<file path="config.mk">
export PLATFORM = sky130hd
export DESIGN_NAME = expiring_ticket_table
export DESIGN_NICKNAME = d
export VERILOG_FILES = /design/src/ett_pkg.sv /design/src/ett_ram.sv /design/src/ett_fifo.sv /design/src/ett_front.sv /design/src/ett_back.sv /design/src/expiring_ticket_table.sv
export SDC_FILE = /design/constraint.sdc
export NUM_CORES = 2
export LEC_CHECK = 0
export ABC_AREA = 1
export BUFFER_PORTS_ARGS = -buffer_cell sky130_fd_sc_hd__buf_4
export CAP_MARGIN = 20
export CORE_MARGIN = 4
export CORE_UTILIZATION = 50
export CTS_BUF_LIST = sky130_fd_sc_hd__clkbuf_4 sky130_fd_sc_hd__clkbuf_8
export CTS_CLUSTER_SIZE = 12
export DETAILED_ROUTE_END_ITERATION = 10
export PLACE_DENSITY_LB_ADDON = 0.25
export SYNTH_ARGS = -nofsm -noshare
export SYNTH_HDL_FRONTEND = slang
export SYNTH_SLANG_ARGS = --single-unit
</file>
<file path="constraint.sdc">
create_clock -name clock -period 14.1 [get_ports clock]
set_input_delay 0.705 -clock clock [delete_from_list [all_inputs] [get_ports clock]]
set_output_delay 0.705 -clock clock [all_outputs]
set_load 0.05 [all_outputs]
</file>
<file path="src/ett_pkg.sv">
// shared types and constants of the expiring ticket table
package ett_pkg;

   localparam logic [1:0] CMD_HOLD = 2'd0;
   localparam logic [1:0] CMD_TAKE = 2'd1;
   localparam logic [1:0] CMD_DROP = 2'd2;

   localparam logic [31:0] TICKET_FIRST   = 32'd1;
   localparam logic [15:0] LIFETIME_RESET = 16'd60;

   localparam int CSR_ADDR_W = 3;
   localparam logic [CSR_ADDR_W-1:0] CSR_LIFETIME = 3'd0;

   typedef struct packed {
      logic [1:0]  cmd;
      logic [31:0] now;
      logic [31:0] ticket_in;
      logic [31:0] payload_in;
   } req_type;

   typedef struct packed {
      logic [31:0] ticket_out;
      logic        found;
      logic [31:0] payload_out;
      logic        evicted;
   } rsp_type;

   typedef struct packed {
      logic [1:0]  cmd;
      logic [31:0] now;
      logic [31:0] ticket;
      logic [31:0] expiry;
      logic [31:0] payload;
   } job_type;

endpackage

</file>
<file path="src/ett_ram.sv">
// generic single write port ram with registered read
module ett_ram #(
   parameter int WIDTH = 32,
   parameter int DEPTH = 16
) (
   input  logic                                      clock,
   input  logic                                      wr_en,
   input  logic [(DEPTH > 1 ? $clog2(DEPTH) : 1)-1:0] wr_addr,
   input  logic [WIDTH-1:0]                          wr_data,
   input  logic [(DEPTH > 1 ? $clog2(DEPTH) : 1)-1:0] rd_addr,
   output logic [WIDTH-1:0]                          rd_data
);

   logic [WIDTH-1:0] mem_ff [DEPTH];
   logic [WIDTH-1:0] rd_data_ff;

   always_ff @(posedge clock) begin
      if (wr_en) begin
         mem_ff[wr_addr] <= wr_data;
      end
      rd_data_ff <= mem_ff[rd_addr];
   end

   assign rd_data = rd_data_ff;

endmodule

</file>
<file path="src/ett_fifo.sv">
// small register queue used between the front, the back and the result port
module ett_fifo #(
   parameter int WIDTH = 8,
   parameter int DEPTH = 2
) (
   input  logic             clock,
   input  logic             reset,
   input  logic             wr_en,
   input  logic [WIDTH-1:0] wr_data,
   input  logic             rd_en,
   output logic [WIDTH-1:0] rd_data,
   output logic             full,
   output logic             empty
);

   localparam int PTR_W = (DEPTH > 1) ? $clog2(DEPTH) : 1;
   localparam int CNT_W = $clog2(DEPTH + 1);
   localparam logic [PTR_W-1:0] PTR_LAST = PTR_W'(DEPTH - 1);
   localparam logic [CNT_W-1:0] CNT_FULL = CNT_W'(DEPTH);

   logic [WIDTH-1:0] mem_ff [DEPTH];
   logic [PTR_W-1:0] wr_ptr_ff, wr_ptr_in;
   logic [PTR_W-1:0] rd_ptr_ff, rd_ptr_in;
   logic [CNT_W-1:0] count_ff, count_in;
   logic             do_wr;
   logic             do_rd;

   assign full    = (count_ff == CNT_FULL);
   assign empty   = (count_ff == '0);
   assign do_wr   = wr_en && !full;
   assign do_rd   = rd_en && !empty;
   assign rd_data = mem_ff[rd_ptr_ff];

   always_comb begin
      wr_ptr_in = wr_ptr_ff;
      rd_ptr_in = rd_ptr_ff;
      count_in  = count_ff;
      if (do_wr) begin
         wr_ptr_in = (wr_ptr_ff == PTR_LAST) ? '0 : wr_ptr_ff + 1'b1;
      end
      if (do_rd) begin
         rd_ptr_in = (rd_ptr_ff == PTR_LAST) ? '0 : rd_ptr_ff + 1'b1;
      end
      if (do_wr && !do_rd) begin
         count_in = count_ff + 1'b1;
      end else if (do_rd && !do_wr) begin
         count_in = count_ff - 1'b1;
      end
   end

   always_ff @(posedge clock) begin
      if (reset) begin
         wr_ptr_ff <= '0;
         rd_ptr_ff <= '0;
         count_ff  <= '0;
      end else begin
         wr_ptr_ff <= wr_ptr_in;
         rd_ptr_ff <= rd_ptr_in;
         count_ff  <= count_in;
      end
   end

   always_ff @(posedge clock) begin
      if (do_wr) begin
         mem_ff[wr_ptr_ff] <= wr_data;
      end
   end

endmodule

</file>
<file path="src/ett_front.sv">
// front end: accepts commands, computes the saturated expiry and queues the job
module ett_front (
   input  logic             clock,
   input  logic             reset,
   input  logic [15:0]      lifetime,
   input  logic             push,
   input  ett_pkg::req_type req_data,
   output logic             full,
   input  logic             job_pop,
   output logic             job_empty,
   output ett_pkg::job_type job_data
);

   logic [32:0]      expiry_sum;
   ett_pkg::job_type job_new;

   assign expiry_sum = {1'b0, req_data.now} + {17'b0, lifetime};

   always_comb begin
      job_new.cmd     = req_data.cmd;
      job_new.now     = req_data.now;
      job_new.ticket  = req_data.ticket_in;
      job_new.expiry  = expiry_sum[32] ? '1 : expiry_sum[31:0];
      job_new.payload = req_data.payload_in;
   end

   ett_fifo #(
      .WIDTH ($bits(ett_pkg::job_type)),
      .DEPTH (2)
   ) u_job_fifo (
      .clock   (clock),
      .reset   (reset),
      .wr_en   (push),
      .wr_data (job_new),
      .rd_en   (job_pop),
      .rd_data (job_data),
      .full    (full),
      .empty   (job_empty)
   );

endmodule

</file>
<file path="src/ett_back.sv">
// back end: scans the entry table once per job, then applies hold, take or drop
module ett_back #(
   parameter int TABLE_DEPTH   = 16,
   parameter int PAYLOAD_WIDTH = 32
) (
   input  logic             clock,
   input  logic             reset,
   input  logic             job_empty,
   input  ett_pkg::job_type job_data,
   output logic             job_pop,
   input  logic             rsp_full,
   output logic             rsp_push,
   output ett_pkg::rsp_type rsp_data
);

   localparam int IDX_W = (TABLE_DEPTH > 1) ? $clog2(TABLE_DEPTH) : 1;
   localparam int CNT_W = $clog2(TABLE_DEPTH + 1);
   localparam logic [CNT_W-1:0] CNT_DEPTH = CNT_W'(TABLE_DEPTH);

   localparam logic [1:0] S_IDLE    = 2'd0;
   localparam logic [1:0] S_SCAN    = 2'd1;
   localparam logic [1:0] S_FINISH  = 2'd2;
   localparam logic [1:0] S_PAYLOAD = 2'd3;

   logic [1:0]             state_ff, state_in;
   ett_pkg::job_type       job_ff, job_in;
   logic [CNT_W-1:0]       rd_idx_ff, rd_idx_in;
   logic                   chk_ff, chk_in;
   logic [IDX_W-1:0]       chk_idx_ff, chk_idx_in;
   logic [TABLE_DEPTH-1:0] valid_ff, valid_in;
   logic [CNT_W-1:0]       live_cnt_ff, live_cnt_in;
   logic                   best_any_ff, best_any_in;
   logic [IDX_W-1:0]       best_idx_ff, best_idx_in;
   logic [31:0]            best_exp_ff, best_exp_in;
   logic [31:0]            best_tkt_ff, best_tkt_in;
   logic                   match_ff, match_in;
   logic [IDX_W-1:0]       match_idx_ff, match_idx_in;
   logic                   free_ff, free_in;
   logic [IDX_W-1:0]       free_idx_ff, free_idx_in;
   logic [31:0]            next_ticket_ff, next_ticket_in;

   logic [IDX_W-1:0]         rd_addr;
   logic                     ram_wr;
   logic [IDX_W-1:0]         target;
   logic [31:0]              tkt_rd;
   logic [31:0]              exp_rd;
   logic [PAYLOAD_WIDTH-1:0] pay_rd;
   logic [31:0]              key;
   logic [31:0]              tkt_inc;
   logic                     ent_valid;
   logic                     ent_live;
   logic                     ent_better;
   logic                     table_full;
   logic                     issue;

   assign key        = (job_ff.cmd == ett_pkg::CMD_HOLD) ? next_ticket_ff : job_ff.ticket;
   assign tkt_inc    = next_ticket_ff + 32'd1;
   assign ent_valid  = valid_ff[chk_idx_ff];
   assign ent_live   = ent_valid && (exp_rd > job_ff.now);
   assign ent_better = !best_any_ff || (exp_rd < best_exp_ff) ||
                       ((exp_rd == best_exp_ff) && (tkt_rd < best_tkt_ff));
   assign table_full = (live_cnt_ff == CNT_DEPTH);
   assign issue      = (rd_idx_ff < CNT_DEPTH);
   assign target     = match_ff ? match_idx_ff : (table_full ? best_idx_ff : free_idx_ff);

   always_comb begin
      state_in       = state_ff;
      job_in         = job_ff;
      rd_idx_in      = rd_idx_ff;
      chk_in         = 1'b0;
      chk_idx_in     = chk_idx_ff;
      valid_in       = valid_ff;
      live_cnt_in    = live_cnt_ff;
      best_any_in    = best_any_ff;
      best_idx_in    = best_idx_ff;
      best_exp_in    = best_exp_ff;
      best_tkt_in    = best_tkt_ff;
      match_in       = match_ff;
      match_idx_in   = match_idx_ff;
      free_in        = free_ff;
      free_idx_in    = free_idx_ff;
      next_ticket_in = next_ticket_ff;
      job_pop        = 1'b0;
      rsp_push       = 1'b0;
      rsp_data       = '0;
      ram_wr         = 1'b0;
      rd_addr        = rd_idx_ff[IDX_W-1:0];

      case (state_ff)
         S_IDLE: begin
            if (!job_empty && !rsp_full) begin
               job_pop     = 1'b1;
               job_in      = job_data;
               rd_idx_in   = '0;
               live_cnt_in = '0;
               best_any_in = 1'b0;
               match_in    = 1'b0;
               free_in     = 1'b0;
               state_in    = S_SCAN;
            end
         end
         S_SCAN: begin
            if (issue) begin
               chk_in     = 1'b1;
               chk_idx_in = rd_idx_ff[IDX_W-1:0];
               rd_idx_in  = rd_idx_ff + 1'b1;
            end else begin
               state_in = S_FINISH;
            end
            if (chk_ff) begin
               if (ent_valid && !ent_live) begin
                  valid_in[chk_idx_ff] = 1'b0;
               end
               if (!ent_live && !free_ff) begin
                  free_in     = 1'b1;
                  free_idx_in = chk_idx_ff;
               end
               if (ent_live) begin
                  live_cnt_in = live_cnt_ff + 1'b1;
                  if (ent_better) begin
                     best_any_in = 1'b1;
                     best_idx_in = chk_idx_ff;
                     best_exp_in = exp_rd;
                     best_tkt_in = tkt_rd;
                  end
                  if (tkt_rd == key && !match_ff) begin
                     match_in     = 1'b1;
                     match_idx_in = chk_idx_ff;
                  end
               end
            end
         end
         S_FINISH: begin
            rd_addr  = match_idx_ff;
            state_in = S_IDLE;
            case (job_ff.cmd)
               ett_pkg::CMD_HOLD: begin
                  if (table_full) begin
                     valid_in[best_idx_ff] = 1'b0;
                  end
                  valid_in[target]    = 1'b1;
                  ram_wr              = 1'b1;
                  next_ticket_in      = (tkt_inc == '0) ? ett_pkg::TICKET_FIRST : tkt_inc;
                  rsp_push            = 1'b1;
                  rsp_data.ticket_out = next_ticket_ff;
                  rsp_data.found      = 1'b1;
                  rsp_data.evicted    = table_full;
               end
               ett_pkg::CMD_TAKE: begin
                  if (match_ff) begin
                     valid_in[match_idx_ff] = 1'b0;
                     state_in               = S_PAYLOAD;
                  end else begin
                     rsp_push = 1'b1;
                  end
               end
               ett_pkg::CMD_DROP: begin
                  if (match_ff) begin
                     valid_in[match_idx_ff] = 1'b0;
                  end
                  rsp_push       = 1'b1;
                  rsp_data.found = match_ff;
               end
               default: begin
                  rsp_push = 1'b1;
               end
            endcase
         end
         S_PAYLOAD: begin
            rsp_push             = 1'b1;
            rsp_data.found       = 1'b1;
            rsp_data.payload_out = 32'(pay_rd);
            state_in             = S_IDLE;
         end
         default: begin
            state_in = S_IDLE;
         end
      endcase
   end

   always_ff @(posedge clock) begin
      if (reset) begin
         state_ff       <= S_IDLE;
         chk_ff         <= 1'b0;
         valid_ff       <= '0;
         next_ticket_ff <= ett_pkg::TICKET_FIRST;
      end else begin
         state_ff       <= state_in;
         chk_ff         <= chk_in;
         valid_ff       <= valid_in;
         next_ticket_ff <= next_ticket_in;
      end
   end

   always_ff @(posedge clock) begin
      job_ff       <= job_in;
      rd_idx_ff    <= rd_idx_in;
      chk_idx_ff   <= chk_idx_in;
      live_cnt_ff  <= live_cnt_in;
      best_any_ff  <= best_any_in;
      best_idx_ff  <= best_idx_in;
      best_exp_ff  <= best_exp_in;
      best_tkt_ff  <= best_tkt_in;
      match_ff     <= match_in;
      match_idx_ff <= match_idx_in;
      free_ff      <= free_in;
      free_idx_ff  <= free_idx_in;
   end

   ett_ram #(
      .WIDTH (32),
      .DEPTH (TABLE_DEPTH)
   ) u_ticket_ram (
      .clock   (clock),
      .wr_en   (ram_wr),
      .wr_addr (target),
      .wr_data (next_ticket_ff),
      .rd_addr (rd_addr),
      .rd_data (tkt_rd)
   );

   ett_ram #(
      .WIDTH (32),
      .DEPTH (TABLE_DEPTH)
   ) u_expiry_ram (
      .clock   (clock),
      .wr_en   (ram_wr),
      .wr_addr (target),
      .wr_data (job_ff.expiry),
      .rd_addr (rd_addr),
      .rd_data (exp_rd)
   );

   ett_ram #(
      .WIDTH (PAYLOAD_WIDTH),
      .DEPTH (TABLE_DEPTH)
   ) u_payload_ram (
      .clock   (clock),
      .wr_en   (ram_wr),
      .wr_addr (target),
      .wr_data (PAYLOAD_WIDTH'(job_ff.payload)),
      .rd_addr (rd_addr),
      .rd_data (pay_rd)
   );

endmodule

</file>
<file path="src/expiring_ticket_table.sv">
// top level of the expiring ticket table
// commands are handled one at a time: the back end takes no new job until it has scanned
//   every entry through the single read port of the entry memories and pushed its result
// reset: synchronous; clears all valid bits, sets lifetime to 60 and the next ticket to 1
module expiring_ticket_table #(
   parameter int TABLE_DEPTH   = 16,
   parameter int PAYLOAD_WIDTH = 32
) (
   input  logic                             clock,
   input  logic                             reset,
   input  logic                             push,
   output logic                             full,
   input  ett_pkg::req_type                 req_data,
   output logic                             empty,
   input  logic                             pop,
   output ett_pkg::rsp_type                 rsp_data,
   input  logic                             psel,
   input  logic                             penable,
   input  logic                             pwrite,
   input  logic [ett_pkg::CSR_ADDR_W-1:0]   paddr,
   input  logic [31:0]                      pwdata,
   output logic [31:0]                      prdata,
   output logic                             pready
);

   logic [15:0]      lifetime_ff, lifetime_in;
   logic             job_pop;
   logic             job_empty;
   ett_pkg::job_type job_data;
   logic             res_full;
   logic             res_push;
   ett_pkg::rsp_type res_data;

   assign pready = 1'b1;
   assign prdata = (paddr == ett_pkg::CSR_LIFETIME) ? {16'b0, lifetime_ff} : '0;

   always_comb begin
      lifetime_in = lifetime_ff;
      if (psel && penable && pwrite && (paddr == ett_pkg::CSR_LIFETIME)) begin
         lifetime_in = pwdata[15:0];
      end
   end

   always_ff @(posedge clock) begin
      if (reset) begin
         lifetime_ff <= ett_pkg::LIFETIME_RESET;
      end else begin
         lifetime_ff <= lifetime_in;
      end
   end

   ett_front u_front (
      .clock     (clock),
      .reset     (reset),
      .lifetime  (lifetime_ff),
      .push      (push),
      .req_data  (req_data),
      .full      (full),
      .job_pop   (job_pop),
      .job_empty (job_empty),
      .job_data  (job_data)
   );

   ett_back #(
      .TABLE_DEPTH   (TABLE_DEPTH),
      .PAYLOAD_WIDTH (PAYLOAD_WIDTH)
   ) u_back (
      .clock     (clock),
      .reset     (reset),
      .job_empty (job_empty),
      .job_data  (job_data),
      .job_pop   (job_pop),
      .rsp_full  (res_full),
      .rsp_push  (res_push),
      .rsp_data  (res_data)
   );

   ett_fifo #(
      .WIDTH ($bits(ett_pkg::rsp_type)),
      .DEPTH (2)
   ) u_rsp_fifo (
      .clock   (clock),
      .reset   (reset),
      .wr_en   (res_push),
      .wr_data (res_data),
      .rd_en   (pop),
      .rd_data (rsp_data),
      .full    (res_full),
      .empty   (empty)
   );

endmodule

</file>
==> impl_metrics.py <==
metrics = {
    "cts": {
        "cts_tree": "built",
        "skew_pair_late_insertion_delay_ns": 1.04,
        "clock_tree.root_cell": "clkbuf_8",
        "tritoncts.num_buffers": 385,
        "clock_tree.buffer_depth": 4,
        "tritoncts_num_sinks": 2323,
        "htreeDepth": 5,
        "clk_pin_slew_worst_paths_ns": 0.06,
    },
    "global_routing": {
        "grt_antenna_before_repair": 6,
        "grt_start_max_net_pins": 264,
        "number_of_global_route_vias_before_repair": 57400,
        "grt_overflow_total": 0,
        "track_usage_pct": 22.7,
        "grt_first_pass_wirelength_mm": 343,
    },
    "route": {
        "drt_first_iter_violations": 5540,
        "viasPerCell": 5.36,
        "met2_wirelength_mm": 112,
        "routed-via-count": 59700,
        "number_of_antenna_violating_nets_in_the_routed_design": 0,
        "routed_wire_length_per_instance_um": 20.5,
        "wl_met3_mm": 14.1,
        "total_detailed_routing_wirelength_mm": 228,
        "drt-met1-wl_mm": 96.5,
        "top_layer": "met4",
        "drc_markers": 0,
        "first_pass_iters": 6,
    },
    "sta": {
        "max-slew-margin-rel_pct": 25.3,
        "final.setup.worst_slack_ns": 8.60,
        "fin_skew_ns": 0.0642,
        "timing_max_transition_violations_final": 0,
        "max_clock_freq_ghz": 0.182,
        "final_min_period_over_clock_period_pct": 39.0,
        "holdWs_ns": 0.223,
        "finalSetupTns_ns": 0,
        "rsz0062_at_grt": "no",
        "min_period_ns": 5.50,
        "final-setup-viol-count": 0,
        "hold_viol": 0,
        "timing_worst_slew_pin_value_ns": 1.12,
    },
    "layout": {
        "area_growth_syn_to_layout_pct": 13.2,
        "ff_latch_area_sq_um": 68000,
        "fillCellCount": 15400,
        "layout.cells.non_filler": 11100,
        "drive_gt1_share_pct": 12.0,
        "layout.nets": 8579,
        "multi_input_comb_area_sq_um": 21400,
        "design_area_sq_um": 108000,
        "layout.core_utilization_pct": 56.8,
    },
    "setup_path": {
        "critical_path_class": "flop to flop",
        "worstPathMaxFanout": 237,
        "worst_endpoint_data_arrival_time_ns": 6.42,
        "critical_path.startpoint_type": "flop",
        "worst-endpoint-required_ns": 15.02,
        "end_kind": "flop",
    },
    "synth": {
        "yosys-top-cells-count": "edfxtp_1 (2151), nand2_1 (1321), inv_1 (1104)",
        "yosysMostFrequentCell": "edfxtp_1",
        "synth-seq-cells": 2323,
        "avgSynthCellArea_sq_um": 12.0,
        "ys_warn_count": 0,
        "synth.mux.area_fraction_pct": 0.821,
        "yosys_cell_types": 53,
        "compound_cell_area_share_of_the_yosys_netlist_pct": 9.54,
        "syn-instance-count": 7936,
        "yosysTopAreaCell": "edfxtp_1",
        "netlist_top_cells_area": "edfxtp_1 (68%), nand2_1 (5.2%), inv_1 (4.3%), dfxtp_1 (3.6%), a21oi_1 (3.1%)",
        "largest_family_of_logic_cells_by_synthesized_area": "simple AND/OR/NAND/NOR gates",
        "yosysSeqAreaShare_pct": 71.3,
        "netlist_area_pre_place_sq_um": 95400,
        "synth-edff-count": 2151,
        "synth-main-ff-cell": "edfxtp_1",
        "yosysTopAreaCellShare_pct": 67.7,
        "async_reset_ff_share_pct": 0,
        "yosys.area_share.adder_pct": 1.65,
        "synthXorXnorAreaFrac_pct": 0.331,
        "post_synth_simple_gate_area_pct": 9.88,
    },
    "floorplan": {
        "row_count": 160,
        "floorplan.die_area_sq_um": 198000,
        "initial_util_pct": 50.2,
        "core-area_sq_um": 190000,
        "chipHeight_um": 445,
        "io-pin-count": 241,
        "die_span_in_x_um": 445,
    },
    "status": {
        "outcome": "finished, final reports clean",
    },
    "place": {
        "dpl_worst_slack_ns": 8.78,
        "place_congestion": 0.890,
        "dp.cells": 10300,
        "place.port_buffers": 207,
        "place.detailed.hpwl_mm": 115,
        "dpl-instance-area_sq_um": 99200,
    },
    "job": {
        "max_cap_violations": 0,
    },
    "min_path": {
        "min-delay-path-class": "primary input to flop",
    },
    "power": {
        "power_per_cell_area_nw_per_um2": 202,
        "worst_ir_drop_vdd_v": 0.000234,
        "total_leakage_power_nw": 40.9,
        "power.total_mw": 21.8,
    },
}
[worst max-delay path: stages, from the launching register on]
cell and delay (ns):
dfxtp_1 0.33, inv_1 0.12, ha_1 0.59, inv_4 0.27
o21ai_4 0.20, buf_4 0.68, buf_12 0.67, buf_4 0.83
buf_4 0.69, a21oi_1 0.14, o21ai_0 0.12, nand3_1 0.09
nand3_1 0.16, nand2_1 0.07
[cell usage in the layout, fill, tap and decap left out, types with 5 or more instances in the layout]
cell type | netlist | routed
a211oi_1 | 7 | 7
a21oi_1 | 590 | 590
a22oi_1 | 8 | 8
a31oi_1 | 9 | 9
buf_12 | 0 | 20
buf_4 | 25 | 264
bufinv_16 | 0 | 6
clkbuf_4 | 0 | 152
clkbuf_8 | 0 | 422
clkinv_1 | 4 | 67
clkinv_2 | 0 | 31
clkinvlp_4 | 0 | 8
conb_1 | 2 | 17
dfxtp_1 | 172 | 170
dlygate4sd3_1 | 0 | 115
edfxtp_1 | 2151 | 2151
ha_1 | 124 | 123
inv_1 | 1104 | 1103
mux2_2 | 66 | 66
nand2_1 | 1321 | 1320
nand3_1 | 589 | 589
nand3b_1 | 6 | 6
nand4_1 | 32 | 32
nor2_1 | 233 | 225
nor2_2 | 5 | 5
nor2_4 | 1 | 9
nor3_1 | 24 | 21
nor4_2 | 0 | 10
o211ai_1 | 319 | 319
o21ai_0 | 533 | 533
o21ai_1 | 71 | 68
o221ai_1 | 37 | 37
o22ai_1 | 8 | 8
or2_2 | 10 | 10
xnor2_1 | 12 | 12
xor2_1 | 24 | 24
[worst paths after layout]
kind | cells past startpoint | slack (ns) | endpoint | startpoint
hold / removal | 2 | 0.22 | u_back.chk_ff | reset
hold reg to reg | 2 | 0.47 | flop | u_rsp_fifo.rd_ptr_ff
setup / recovery | 13 | 8.60 | u_back.u_payload_ram.rd_data[8] | u_back.state_ff[0]
setup reg to reg | 13 | 8.60 | u_back.u_payload_ram.rd_data[8] | u_back.state_ff[0]
[where the power goes]
part	total [mW]	internal (mW)	switching (mW)
Clock	5.81	3.25	2.56
Combinational	6.64	1.99	4.65
Sequential	9.37	8.70	0.671
Total	21.8	13.9	7.88
[cell type report]
class | count | share of cell area [%]
Sequential cell | 2323 | 63.0
Multi-Input combinational cell | 4094 | 19.9
Clock buffer | 574 | 6.44
Inverter | 1110 | 3.87
Timing Repair Buffer | 400 | 3.30
Tap cell | 2511 | 2.91
Clock inverter | 111 | 0.603
Antenna cell | 2 | 0.00464
[logic make-up after synthesis]
group	after synthesis
compound gates	1603
xor+xnor	36
fa+ha+maj	125
buf+inv	1534
flops	2323
mux	70
other cells	2
simple gates	2243
[flip-flops by register name, indices dropped and copies added (netlist names), 4 cells and up, named ones only]
register	count
u_back.rd_idx_ff	5
u_back.live_cnt_ff	5
u_back.best_tkt_ff	32
u_rsp_fifo.mem_ff	132
u_back.best_exp_ff	32
u_back.u_expiry_ram.mem_ff	512
lifetime_ff	16
u_back.match_idx_ff	4
u_back.u_ticket_ram.rd_data	32
u_back.free_idx_ff	4
u_back.chk_idx_ff	4
u_back.next_ticket_ff	32
u_back.u_payload_ram.mem_ff	512
u_back.best_idx_ff	4
u_back.u_payload_ram.rd_data	32
u_back.u_ticket_ram.mem_ff	512
u_front.u_job_fifo.mem_ff	260
u_back.u_expiry_ram.rd_data	32
u_back.valid_ff	16
u_back.job_ff	130
[layer usage]
metal | track usage [%] | vias up
met4 | 6.85 | 0
met2 | 38.1 | 1960
li1 | - | 28600
met3 | 3.07 | 406
met5 | 0 | -
met1 | 31.0 | 28700
[timing repair]
action,CTS,global route
hold endpoints to repair,236,0
hold buffers,115,0
setup buffers,0,0
gates resized for setup,0,0
No activity file was read; power rests on OpenSTA's default activity.
